**config.mk**
```make
export PLATFORM = sky130hd
export DESIGN_NAME = ripple_peak_and_rms_meter_unit_flat
export DESIGN_NICKNAME = d
export VERILOG_FILES = /design/src/sv/rpm_pkg.sv /design/src/sv/rpm_if.sv /design/src/sv/ripple_peak_and_rms_meter_unit.sv /design/src/sv/rpm_ram.sv /design/src/sv/rpm_sub_unit.sv /design/src/sv/rpm_cfg.sv /design/src/flat_wrapper.sv
export SDC_FILE = /design/constraint.sdc
export NUM_CORES = 1
export LEC_CHECK = 0
export ABC_AREA = 0
export BUFFER_PORTS_ARGS = -buffer_cell sky130_fd_sc_hd__buf_2
export CORE_ASPECT_RATIO = 0.6
export CORE_MARGIN = 2
export CORE_UTILIZATION = 50
export CTS_BUF_LIST = sky130_fd_sc_hd__clkbuf_8 sky130_fd_sc_hd__clkbuf_16
export CTS_CLUSTER_DIAMETER = 60
export CTS_CLUSTER_SIZE = 28
export DETAILED_ROUTE_END_ITERATION = 10
export PLACE_DENSITY = 0.68
export RECOVER_POWER = 25
export SETUP_SLACK_MARGIN = 0.2
export SLEW_MARGIN = 5
export SYNTH_ARGS = -nofsm -noshare
export SYNTH_HDL_FRONTEND = slang
export SYNTH_SLANG_ARGS = --single-unit
```
**constraint.sdc**
```tcl
create_clock -name clk_i -period 5.2 [get_ports clk_i]
set_clock_uncertainty 0.2 [all_clocks]
set_input_delay 0.26 -clock clk_i [delete_from_list [all_inputs] [get_ports clk_i]]
set_output_delay 0.26 -clock clk_i [all_outputs]
set_load 0.05 [all_outputs]
```
**src/sv/rpm_pkg.sv**
```systemverilog
// Shared widths, codes, reset values and reciprocal constants of the ripple meter.
package rpm_pkg;

  localparam int MODE_W     = 2;
  localparam int SAMPLE_W   = 12;
  localparam int VALUE_W    = 13;
  localparam int WLEN_W     = 16;
  localparam int OFFS_W     = 8;
  localparam int CFG_ADDR_W = 3;
  localparam int APB_DATA_W = 32;

  localparam logic [MODE_W-1:0] MODE_POS  = 2'd0;
  localparam logic [MODE_W-1:0] MODE_NEG  = 2'd1;
  localparam logic [MODE_W-1:0] MODE_LVL  = 2'd2;
  localparam logic [MODE_W-1:0] MODE_NONE = 2'd3;

  // register index, taken from paddr[2]
  localparam logic REG_WINDOW_LEN  = 1'b0;
  localparam logic REG_COMP_OFFSET = 1'b1;

  localparam logic [WLEN_W-1:0] WINDOW_LEN_RST  = 16'd2000;
  localparam logic [OFFS_W-1:0] COMP_OFFSET_RST = 8'd169;

  // floor(t / 3) = (t * RECIP3) >> 20 for t < 2^19
  localparam int               RECIP3_W     = 19;
  localparam logic [18:0]      RECIP3       = 19'd349526;
  localparam int               RECIP3_SHIFT = 20;

  // floor(y / 125) = (y * RECIP125) >> 24 for y < 2^18
  localparam int               RECIP125_W     = 18;
  localparam logic [17:0]      RECIP125       = 18'd134218;
  localparam int               RECIP125_SHIFT = 24;

  // ceil(x / 125) = floor((x + 124) / 125)
  localparam int               CORR_BIAS = 124;

  typedef struct packed {
    logic [WLEN_W-1:0] window_len;
    logic [OFFS_W-1:0] comp_offset;
  } cfg_t;

endpackage

```
**src/sv/rpm_if.sv**
```systemverilog
// Valid/ready channel interfaces for samples in and results out.
interface rpm_smp_if;
  import rpm_pkg::*;

  logic                valid;
  logic                ready;
  logic [MODE_W-1:0]   mode;
  logic [SAMPLE_W-1:0] sample;

  modport source (output valid, output mode, output sample, input ready);
  modport sink   (input valid, input mode, input sample, output ready);
endinterface

interface rpm_res_if;
  import rpm_pkg::*;

  logic               valid;
  logic               ready;
  logic [MODE_W-1:0]  channel;
  logic [VALUE_W-1:0] value;

  modport source (output valid, output channel, output value, input ready);
  modport sink   (input valid, input channel, input value, output ready);
endinterface

```
**src/sv/ripple_peak_and_rms_meter_unit.sv**
```systemverilog
// Top level of the ripple peak and RMS meter: sequencer, datapath and ports.
//
//   port       | dir | transfer when          | payload
//   -----------+-----+------------------------+------------------------------
//   smp_i      | in  | valid & ready          | mode (2b), sample (12b)
//   res_o      | out | valid & ready          | channel (2b), value (13b)
//   APB        | in  | psel & penable & pwrite| paddr 0: window_len, 4: comp_offset
//
// Flow. A sample that does not close a batch is taken straight from idle (level
// samples pass through the accumulate state). A peak sample that closes a batch is
// paced by the one-entry-per-cycle scan of the maxima RAM. A level sample that
// closes a batch is paced by the subtractor settling one root bit per cycle.
// Reset clears all counters, peaks and the square sum; the maxima RAM needs no
// clearing. A waiting result holds the next batch close in its last cycle until
// res_o frees, stalling the input.
module ripple_peak_and_rms_meter_unit #(
  parameter int BATCH_LEN   = 8,
  parameter int SAMPLE_BITS = 12
) (
  input  logic                           clk_i,
  input  logic                           rst_ni,
  rpm_smp_if.sink                        smp_i,
  rpm_res_if.source                      res_o,
  input  logic                           psel,
  input  logic                           penable,
  input  logic                           pwrite,
  input  logic [rpm_pkg::CFG_ADDR_W-1:0] paddr,
  input  logic [rpm_pkg::APB_DATA_W-1:0] pwdata,
  output logic [rpm_pkg::APB_DATA_W-1:0] prdata,
  output logic                           pready
);
  import rpm_pkg::*;

  localparam int SB   = SAMPLE_BITS;
  localparam int SQ   = 2 * SB;
  localparam int CW   = $clog2(BATCH_LEN);
  localparam int SUMW = SQ + CW;
  localparam int UW   = SUMW + 1;
  localparam int STW  = $clog2(((SB > BATCH_LEN) ? SB : BATCH_LEN) + 1);
  localparam int AW   = $clog2(2 * BATCH_LEN);
  localparam int T3W  = SB + 2;
  localparam int P1W  = T3W + RECIP3_W;
  localparam int XW   = SB + 1;
  localparam int P2W  = XW + RECIP125_W;
  localparam int DW   = P2W - RECIP125_SHIFT;

  // top root weight, scaled by the batch length
  localparam logic [SUMW-1:0] BT_INIT = SUMW'(BATCH_LEN) << (2 * (SB - 1));

  localparam logic [3:0] S_IDLE  = 4'd0;
  localparam logic [3:0] S_ACC   = 4'd1;
  localparam logic [3:0] S_ROOT  = 4'd3;
  localparam logic [3:0] S_SCAN  = 4'd4;
  localparam logic [3:0] S_ADD3  = 4'd5;
  localparam logic [3:0] S_DIV3  = 4'd6;
  localparam logic [3:0] S_CORR1 = 4'd7;
  localparam logic [3:0] S_CORR2 = 4'd8;

  cfg_t cfg;

  // control state
  logic [3:0]        state_q, state_d;
  logic [WLEN_W-1:0] win_cnt_q [2];
  logic [WLEN_W-1:0] win_cnt_d [2];
  logic [SB-1:0]     win_peak_q [2];
  logic [SB-1:0]     win_peak_d [2];
  logic [CW-1:0]     pk_bcnt_q [2];
  logic [CW-1:0]     pk_bcnt_d [2];
  logic [CW-1:0]     lvl_bcnt_q, lvl_bcnt_d;
  logic [SUMW-1:0]   sum_q, sum_d;
  logic [STW-1:0]    step_q, step_d;
  logic              ovalid_q, ovalid_d;

  // working registers
  logic [SQ-1:0]      sq_q, sq_d;
  logic [SUMW-1:0]    dv_q, dv_d;
  logic [SUMW-1:0]    rm_q, rm_d;
  logic [SUMW-1:0]    bt_q, bt_d;
  logic [SB-1:0]      root_q, root_d;
  logic [SB-1:0]      top_a_q, top_a_d, top_b_q, top_b_d, top_c_q, top_c_d;
  logic [T3W-1:0]     t3_q, t3_d;
  logic [SB-1:0]      x_q, x_d;
  logic [DW-1:0]      dec_q, dec_d;
  logic [MODE_W-1:0]  ch_q, ch_d;
  logic [MODE_W-1:0]  och_q, och_d;
  logic [VALUE_W-1:0] oval_q, oval_d;

  // datapath wires
  logic [SB-1:0]     smp;
  logic              pk;
  logic [SB-1:0]     peak_new;
  logic [WLEN_W:0]   cnt_next;
  logic [CW:0]       pk_bnext;
  logic [CW:0]       lvl_bnext;
  logic [SUMW-1:0]   sum_new;
  logic [P1W-1:0]    prod1;
  logic [P2W-1:0]    prod2;
  logic [UW-1:0]     sub_a, sub_b, sub_diff;
  logic              sub_ge;
  logic              ram_we;
  logic [AW-1:0]     ram_waddr, ram_raddr;
  logic [SB-1:0]     ram_rdata;
  logic [AW-1:0]     wr_base, rd_base;

  rpm_cfg u_cfg (
    .clk_i   (clk_i),
    .rst_ni  (rst_ni),
    .psel    (psel),
    .penable (penable),
    .pwrite  (pwrite),
    .paddr   (paddr),
    .pwdata  (pwdata),
    .prdata  (prdata),
    .pready  (pready),
    .cfg_o   (cfg)
  );

  // trial unit: remaining sum against the scaled trial square, one root bit per cycle
  rpm_sub_unit #(.W(UW)) u_sub (
    .a_i    (sub_a),
    .b_i    (sub_b),
    .diff_o (sub_diff),
    .ge_o   (sub_ge)
  );

  // window maxima, channel 0 in the low half, channel 1 in the high half
  rpm_ram #(.W(SB), .D(2 * BATCH_LEN)) u_maxima (
    .clk_i   (clk_i),
    .we_i    (ram_we),
    .waddr_i (ram_waddr),
    .wdata_i (peak_new),
    .raddr_i (ram_raddr),
    .rdata_o (ram_rdata)
  );

  assign smp       = SB'(smp_i.sample);
  assign pk        = smp_i.mode[0];
  assign peak_new  = (smp > win_peak_q[pk]) ? smp : win_peak_q[pk];
  assign cnt_next  = {1'b0, win_cnt_q[pk]} + (WLEN_W + 1)'(1);
  assign pk_bnext  = {1'b0, pk_bcnt_q[pk]} + (CW + 1)'(1);
  assign lvl_bnext = {1'b0, lvl_bcnt_q} + (CW + 1)'(1);
  assign sum_new   = sum_q + SUMW'(sq_q);
  assign wr_base   = pk ? AW'(BATCH_LEN) : '0;
  assign rd_base   = ch_q[0] ? AW'(BATCH_LEN) : '0;
  assign ram_waddr = wr_base + AW'(pk_bcnt_q[pk]);
  assign ram_raddr = rd_base + AW'(step_q[CW-1:0]);
  assign prod1     = t3_q * RECIP3;
  assign prod2     = (XW'(x_q) + XW'(CORR_BIAS)) * RECIP125;
  assign sub_a     = {1'b0, dv_q};
  assign sub_b     = {1'b0, rm_q} + {1'b0, bt_q};

  assign smp_i.ready   = (state_q == S_IDLE);
  assign res_o.valid   = ovalid_q;
  assign res_o.channel = och_q;
  assign res_o.value   = oval_q;

  always_comb begin
    state_d    = state_q;
    win_cnt_d  = win_cnt_q;
    win_peak_d = win_peak_q;
    pk_bcnt_d  = pk_bcnt_q;
    lvl_bcnt_d = lvl_bcnt_q;
    sum_d      = sum_q;
    step_d     = step_q;
    ovalid_d   = ovalid_q;
    sq_d       = sq_q;
    dv_d       = dv_q;
    rm_d       = rm_q;
    bt_d       = bt_q;
    root_d     = root_q;
    top_a_d    = top_a_q;
    top_b_d    = top_b_q;
    top_c_d    = top_c_q;
    t3_d       = t3_q;
    x_d        = x_q;
    dec_d      = dec_q;
    ch_d       = ch_q;
    och_d      = och_q;
    oval_d     = oval_q;
    ram_we     = 1'b0;

    // drop the held result once the sink takes it
    if (ovalid_q && res_o.ready) begin
      ovalid_d = 1'b0;
    end

    unique case (state_q)
      S_IDLE: begin
        if (smp_i.valid) begin
          unique case (smp_i.mode)
            MODE_POS, MODE_NEG: begin
              if (cnt_next >= {1'b0, cfg.window_len}) begin
                // window closes: store its maximum, restart the window
                ram_we         = 1'b1;
                win_peak_d[pk] = '0;
                win_cnt_d[pk]  = '0;
                if (pk_bnext == (CW + 1)'(BATCH_LEN)) begin
                  pk_bcnt_d[pk] = '0;
                  ch_d          = smp_i.mode;
                  step_d        = '0;
                  top_a_d       = '0;
                  top_b_d       = '0;
                  top_c_d       = '0;
                  state_d       = S_SCAN;
                end else begin
                  pk_bcnt_d[pk] = pk_bnext[CW-1:0];
                end
              end else begin
                win_peak_d[pk] = peak_new;
                win_cnt_d[pk]  = cnt_next[WLEN_W-1:0];
              end
            end
            MODE_LVL: begin
              sq_d    = SQ'(smp) * SQ'(smp);
              state_d = S_ACC;
            end
            default: begin
            end
          endcase
        end
      end

      S_ACC: begin
        if (lvl_bnext == (CW + 1)'(BATCH_LEN)) begin
          dv_d       = sum_new;
          sum_d      = '0;
          lvl_bcnt_d = '0;
          rm_d       = '0;
          bt_d       = BT_INIT;
          root_d     = '0;
          step_d     = '0;
          ch_d       = MODE_LVL;
          state_d    = S_ROOT;
        end else begin
          sum_d      = sum_new;
          lvl_bcnt_d = lvl_bnext[CW-1:0];
          state_d    = S_IDLE;
        end
      end

      S_ROOT: begin
        // digit-by-digit root of sum / BATCH_LEN: weigh the whole sum against
        // BATCH_LEN times the trial square, so no quotient is ever formed
        dv_d   = sub_ge ? sub_diff[SUMW-1:0] : dv_q;
        rm_d   = sub_ge ? ((rm_q >> 1) + bt_q) : (rm_q >> 1);
        bt_d   = bt_q >> 2;
        root_d = {root_q[SB-2:0], sub_ge};
        if (step_q == STW'(SB - 1)) begin
          x_d     = {root_q[SB-2:0], sub_ge};
          state_d = S_CORR1;
        end else begin
          step_d = step_q + STW'(1);
        end
      end

      S_SCAN: begin
        // read data is registered and arrives in the cycle after its address
        if (step_q != '0) begin
          priority if (ram_rdata > top_a_q) begin
            top_c_d = top_b_q;
            top_b_d = top_a_q;
            top_a_d = ram_rdata;
          end else if (ram_rdata > top_b_q) begin
            top_c_d = top_b_q;
            top_b_d = ram_rdata;
          end else if (ram_rdata > top_c_q) begin
            top_c_d = ram_rdata;
          end
        end
        if (step_q == STW'(BATCH_LEN)) begin
          state_d = S_ADD3;
        end else begin
          step_d = step_q + STW'(1);
        end
      end

      S_ADD3: begin
        t3_d    = T3W'(top_a_q) + T3W'(top_b_q) + T3W'(top_c_q);
        state_d = S_DIV3;
      end

      S_DIV3: begin
        x_d     = prod1[RECIP3_SHIFT +: SB];
        state_d = S_CORR1;
      end

      S_CORR1: begin
        dec_d   = prod2[P2W-1:RECIP125_SHIFT];
        state_d = S_CORR2;
      end

      S_CORR2: begin
        // hold until the output register is free
        if (!ovalid_q || res_o.ready) begin
          ovalid_d = 1'b1;
          och_d    = ch_q;
          oval_d   = VALUE_W'(XW'(x_q) + XW'(cfg.comp_offset) - XW'(dec_q));
          state_d  = S_IDLE;
        end
      end

      default: begin
        state_d = S_IDLE;
      end
    endcase
  end

  always_ff @(posedge clk_i or negedge rst_ni) begin
    if (!rst_ni) begin
      state_q    <= S_IDLE;
      win_cnt_q  <= '{default: '0};
      win_peak_q <= '{default: '0};
      pk_bcnt_q  <= '{default: '0};
      lvl_bcnt_q <= '0;
      sum_q      <= '0;
      step_q     <= '0;
      ovalid_q   <= 1'b0;
    end else begin
      state_q    <= state_d;
      win_cnt_q  <= win_cnt_d;
      win_peak_q <= win_peak_d;
      pk_bcnt_q  <= pk_bcnt_d;
      lvl_bcnt_q <= lvl_bcnt_d;
      sum_q      <= sum_d;
      step_q     <= step_d;
      ovalid_q   <= ovalid_d;
    end
  end

  always_ff @(posedge clk_i) begin
    sq_q    <= sq_d;
    dv_q    <= dv_d;
    rm_q    <= rm_d;
    bt_q    <= bt_d;
    root_q  <= root_d;
    top_a_q <= top_a_d;
    top_b_q <= top_b_d;
    top_c_q <= top_c_d;
    t3_q    <= t3_d;
    x_q     <= x_d;
    dec_q   <= dec_d;
    ch_q    <= ch_d;
    och_q   <= och_d;
    oval_q  <= oval_d;
  end

endmodule

```
**src/sv/rpm_ram.sv**
```systemverilog
// Generic single-write, single-read RAM with registered read data.
module rpm_ram #(
  parameter int W = 12,
  parameter int D = 16
) (
  input  logic                 clk_i,
  input  logic                 we_i,
  input  logic [$clog2(D)-1:0] waddr_i,
  input  logic [W-1:0]         wdata_i,
  input  logic [$clog2(D)-1:0] raddr_i,
  output logic [W-1:0]         rdata_o
);

  logic [W-1:0] mem_q [D];
  logic [W-1:0] rdata_q;

  always_ff @(posedge clk_i) begin
    if (we_i) begin
      mem_q[waddr_i] <= wdata_i;
    end
    rdata_q <= mem_q[raddr_i];
  end

  assign rdata_o = rdata_q;

endmodule

```
**src/sv/rpm_sub_unit.sv**
```systemverilog
// Trial subtractor: difference and greater-or-equal flag.
module rpm_sub_unit #(
  parameter int W = 14
) (
  input  logic [W-1:0] a_i,
  input  logic [W-1:0] b_i,
  output logic [W-1:0] diff_o,
  output logic         ge_o
);

  logic [W:0] full;

  assign full   = {1'b0, a_i} - {1'b0, b_i};
  assign diff_o = full[W-1:0];
  assign ge_o   = ~full[W];

endmodule

```
**src/sv/rpm_cfg.sv**
```systemverilog
// APB configuration registers: window length and offset constant.
module rpm_cfg (
  input  logic                                clk_i,
  input  logic                                rst_ni,
  input  logic                                psel,
  input  logic                                penable,
  input  logic                                pwrite,
  input  logic [rpm_pkg::CFG_ADDR_W-1:0]      paddr,
  input  logic [rpm_pkg::APB_DATA_W-1:0]      pwdata,
  output logic [rpm_pkg::APB_DATA_W-1:0]      prdata,
  output logic                                pready,
  output rpm_pkg::cfg_t                       cfg_o
);
  import rpm_pkg::*;

  cfg_t cfg_q;
  cfg_t cfg_d;
  logic wr_en;
  logic reg_idx;

  assign wr_en   = psel & penable & pwrite;
  assign reg_idx = paddr[2];
  assign pready  = 1'b1;

  always_comb begin
    cfg_d = cfg_q;
    if (wr_en) begin
      unique case (reg_idx)
        REG_WINDOW_LEN:  cfg_d.window_len  = pwdata[WLEN_W-1:0];
        REG_COMP_OFFSET: cfg_d.comp_offset = pwdata[OFFS_W-1:0];
        default:         cfg_d = cfg_q;
      endcase
    end
  end

  always_comb begin
    unique case (reg_idx)
      REG_WINDOW_LEN:  prdata = APB_DATA_W'(cfg_q.window_len);
      REG_COMP_OFFSET: prdata = APB_DATA_W'(cfg_q.comp_offset);
      default:         prdata = '0;
    endcase
  end

  always_ff @(posedge clk_i or negedge rst_ni) begin
    if (!rst_ni) begin
      cfg_q.window_len  <= WINDOW_LEN_RST;
      cfg_q.comp_offset <= COMP_OFFSET_RST;
    end else begin
      cfg_q <= cfg_d;
    end
  end

  assign cfg_o = cfg_q;

endmodule
```
**src/flat_wrapper.sv**
```systemverilog
// flat-port wrapper written by rule: the top's interface ports become plain ports
module ripple_peak_and_rms_meter_unit_flat import rpm_pkg::*;
#(
  parameter int BATCH_LEN   = 8,
  parameter int SAMPLE_BITS = 12
)
  (clk_i, rst_ni, psel, penable, pwrite, paddr, pwdata, prdata, pready, smp_i_valid, smp_i_mode, smp_i_sample, smp_i_ready, res_o_valid, res_o_channel, res_o_value, res_o_ready);
  rpm_smp_if smp_i_i ();
  rpm_res_if res_o_i ();
  input  logic clk_i;
  input  logic rst_ni;
  input  logic psel;
  input  logic penable;
  input  logic pwrite;
  input  logic [rpm_pkg::CFG_ADDR_W-1:0] paddr;
  input  logic [rpm_pkg::APB_DATA_W-1:0] pwdata;
  output logic [rpm_pkg::APB_DATA_W-1:0] prdata;
  output logic pready;
  input wire logic [$bits(smp_i_i.valid)-1:0] smp_i_valid;
  input wire logic [$bits(smp_i_i.mode)-1:0] smp_i_mode;
  input wire logic [$bits(smp_i_i.sample)-1:0] smp_i_sample;
  output wire logic [$bits(smp_i_i.ready)-1:0] smp_i_ready;
  output wire logic [$bits(res_o_i.valid)-1:0] res_o_valid;
  output wire logic [$bits(res_o_i.channel)-1:0] res_o_channel;
  output wire logic [$bits(res_o_i.value)-1:0] res_o_value;
  input wire logic [$bits(res_o_i.ready)-1:0] res_o_ready;
  assign smp_i_i.valid = smp_i_valid;
  assign smp_i_i.mode = smp_i_mode;
  assign smp_i_i.sample = smp_i_sample;
  assign smp_i_ready = smp_i_i.ready;
  assign res_o_valid = res_o_i.valid;
  assign res_o_channel = res_o_i.channel;
  assign res_o_value = res_o_i.value;
  assign res_o_i.ready = res_o_ready;
  ripple_peak_and_rms_meter_unit #(.BATCH_LEN(BATCH_LEN), .SAMPLE_BITS(SAMPLE_BITS)) u_core (.clk_i(clk_i), .rst_ni(rst_ni), .smp_i(smp_i_i), .res_o(res_o_i), .psel(psel), .penable(penable), .pwrite(pwrite), .paddr(paddr), .pwdata(pwdata), .prdata(prdata), .pready(pready));
endmodule
```
==> results.toml <==
[status]
failed_checks = "max-capacitance violations, max-slew violations, negative setup slack"
status = "finished, violations left"

[yosys]
async_reset_ff_frac = 0.2422
number_of_enable_type_register_cells_in_the_synthesized_netlist = 379
synth_top_family_by_area = "adder cells"
syn-cell-area_um2 = 37060
synth_compound_gate_area_share = 0.09750
synth_simple_gate_area_frac = 0.08902
synthXorXnorAreaFrac = 0.03828
synth_fa_ha_area_frac = 0.2480
yosys_most_used_dff = "sky130_fd_sc_hd__edfxtp_1"
seq_area_frac_synth = 0.3983
postSynthAreaPerCell_um2 = 11.10
yosys-mux-area-fraction = 0.06668
synth-seq-cells = 516
netlist_instances = 3338
yosys.cell_types.count = 80
yosysWarnings = 0

[placement]
place.detailed.hpwl_um = 65320
place.port_buffers = 70
gp_congestion = 0.8836
placed_cells_incl_taps = 4545

[worst_setup_path]
timing.critical_path.to = "u_core.x_q[10]"
cp_top_family = "adder cells"
setup.worst_path.class = "flip-flop to flip-flop"
timing.critical_path.slowest_stage_cell = "sky130_fd_sc_hd__fa_1"
worst_r2r_endpoint = "u_core.x_q[10]"
crit_chain = "ha_4 -> fa_2 -> fa_1 -> inv_1 -> fa_1 -> inv_1 -> fa_1 -> fa_2 -> ha_4 -> a21o_1 -> a21o_1 -> a21oi_2 -> o21ai_2 -> o21ai_2 -> a21o_1 -> a311oi_4 -> buf_4 -> o21ai_1 -> o311ai_1"
worstPathRequired_ps = 5380
critPathArrivalTime_ps = 5630
setup.reg_to_reg.worst_slack_ps = -250
r2r.worst_path.cells = 19
cpPeakStageDelay_ps = 550
worstReg2RegStart = "u_core.t3_q[10]"
cp-end-kind = "flip-flop"
timing.critical_path.from_type = "flip-flop"
critPathLaunch = "u_core.t3_q[10]"
critical_path.max_fanout = 3
path_buf_inv = 3
cell_depth_of_the_worst_setup_path = 19

[clocking]
clkSinkCount = 516
cts_buffers = 31
ctsRootBufferMaster = "sky130_fd_sc_hd__clkbuf_16"
cts_tree = "built"
cts.reportedPaths.clkPinSlew_ps = 100
clockBufferDepth = 3
cts_htree_levels = 1
clk_latency_ps = 660

[worst_hold_path]
worstHoldPathType = "input port to flip-flop"

[final_layout]
final_layout_size_suffix_gt1_frac = 0.1617
diodes = 0
filler_cell_count = 6169
layoutNonFillerInstCount = 4642
multi_input_comb_area_um2 = 20880
area_growth_syn_to_layout_pct = 13.96
layout.area.seq_um2 = 14770
numnets_final = 4309

[timing]
fmax_ghz = 0.1837
setup_ws_ps = -245.1
period_utilization = 1.047
max-slew-margin-rel = -1.676
hold_ws_ps = 78.78
final_period_minus_worst_setup_slack_ps = 5445
setup-violations-final = 14
timing.final.max_slew_violations = 264
rsz0062_at_grt = "true"
worst_slew_pin_slew_ps = 4015
fin_setup_tns_ps = -2060
finalHoldViolCount = 0

[grt]
initial_antenna_violation_count = 1
grt_use_total = 0.2245
vias_in_the_first_global_route = 24570
grt_start_max_net_pins = 81
first_pass_grt_wire_length_um = 136700
total_gr_overflow = 0

[detailed_routing]
routed_wire_length_per_instance_um = 18.44
routed_wire_length_um = 85590
first_iter_violations = 2044
antenna_violating_nets_post_route = 0
drcViolationCount = 0
vias_per_cell = 5.397
via_count = 25050
detail_route.first_pass.iterations = 5

[floorplanning]
fp-row-count = 77
die-width_um = 355.5
top_level_ports = 106
start_util = 0.5042
die-height_um = 214.9
die-area_um2 = 76390
floorplan.core_area_um2 = 73510

[flow_run]
cap_violations = 6
==> layer usage <==
layer	up-vias	share of wire	track usage
met1	12090	0.52	0.3686
met4	0	0.016	0.03517
met3	65	0.067	0.03669
met5	-	0	0
met2	685	0.40	0.3123
li1	12210	-	-
==> through the flow <==
stage               utilization  setup WS [ps]  instance area, um^2
floorplan                     -         -50.40                37470
global placement         0.5491         -326.1                40370
detailed placement       0.5491         -408.4                40370
CTS                      0.5719         -194.0                42040
global route             0.5746         -421.5                42240
finish                   0.5746         -245.1                42240
==> timing repair <==
action,4_1_cts,5_1_grt
pin swaps,36,32
endpoints found under the hold margin,113,0
resized for setup,50,41
endpoints found under the setup margin,60,96
hold buffers,21,0
setup buffers,13,5
==> how the worst min path moves through the flow <==
stage | start | end | cells after the start
final | smp_i_sample[1] | u_core.sq_q[2] | 4
after global routing | smp_i_sample[1] | u_core.sq_q[2] | 4
after CTS | smp_i_sample[1] | u_core.sq_q[2] | 4
after detailed placement | rst_ni | u_core.win_peak_q[16] | 1
after global placement | rst_ni | u_core.win_peak_q[2] | 1
after floorplan | rst_ni | u_core.lvl_bcnt_q[0] | 0
==> cell families after synthesis <==
kind of cell / count (synthesis)
AOI/OAI and AO/OA: 554
other: 2
and+or+nand+nor: 727
DFF: 516
xor gates and xnor gates: 162
adders and majority gates: 623
buffers and inverters: 588
muxes: 166
==> registers in the layout, indices dropped and copies added, names as in the netlist, 4 cells and up <==
signal                   count
u_core.u_maxima.mem_q      192
u_core.win_cnt_q            32
u_core.dv_q                 27
u_core.rm_q                 27
u_core.sum_q                27
u_core.u_cfg.cfg_o          24
u_core.win_peak_q           24
u_core.sq_q                 23
u_core.t3_q                 14
u_core.bt_q                 13
u_core.res_o.value          13
u_core.top_a_q              12
u_core.top_b_q              12
u_core.top_c_q              12
u_core.u_maxima.rdata_o     12
u_core.x_q                  12
u_core.root_q               11
u_core.dec_q                 7
u_core.pk_bcnt_q             6
u_core.state_q               4
u_core.step_q                4
==> layout make-up <==
cell class	instances	share of cell area
Multi-Input combinational cell	2249	0.4944
Clock inverter	26	0.007139
Inverter	491	0.04387
Timing Repair Buffer	341	0.05673
Clock buffer	32	0.01896
Sequential cell	516	0.3496
Tap cell	987	0.02924
==> worst min-delay path, delay by kind of cell <==
| kind | cells | cell delay [ps] |
|---|---|---|
| buffers and inverters | 3 | 470 |
| and+or+nand+nor | 1 | 40 |
==> cell usage in the layout, fill, tap and decap left out, drive strengths merged, types with 40 or more instances in the layout <==
master and n:
clkbuf 74, nor3 40, nand2 249, xnor2 115, buf 277, a21oi 116
mux4 60, o21ai 156, ha 437, nor2 236, inv 499, mux2 47
edfxtp 379, xor2 47, dfrtp 115, fa 186, a21o 66, mux2i 59
==> cells in the mapped netlist, drive strengths merged (13+ instances only) <==
cell type | count | area share
nor2b | 24 | 0.0041
or3 | 18 | 0.0030
o21a | 23 | 0.0047
fa | 186 | 0.10
a211oi | 23 | 0.0047
ha | 437 | 0.15
o21ai | 156 | 0.021
nand3 | 39 | 0.0053
a21boi | 15 | 0.0030
nand4 | 25 | 0.0042
nand2 | 249 | 0.025
o21bai | 18 | 0.0036
and2 | 18 | 0.0030
a21o | 66 | 0.013
and3 | 22 | 0.0037
nor3 | 40 | 0.0054
clkbuf | 60 | 0.0061
xnor2 | 115 | 0.027
a31oi | 13 | 0.0022
dfrtp | 115 | 0.078
mux2i | 59 | 0.016
o31ai | 33 | 0.0067
inv | 485 | 0.049
mux2 | 47 | 0.014
a22o | 15 | 0.0035
mux4 | 60 | 0.036
buf | 37 | 0.0062
xor2 | 47 | 0.011
nand2b | 25 | 0.0042
nor2 | 236 | 0.024
edfxtp | 379 | 0.31
a21oi | 116 | 0.016
Power is left out: the tool's default activity adds up to more than one toggle a clock period on the data nets, which glitch-free logic cannot reach.
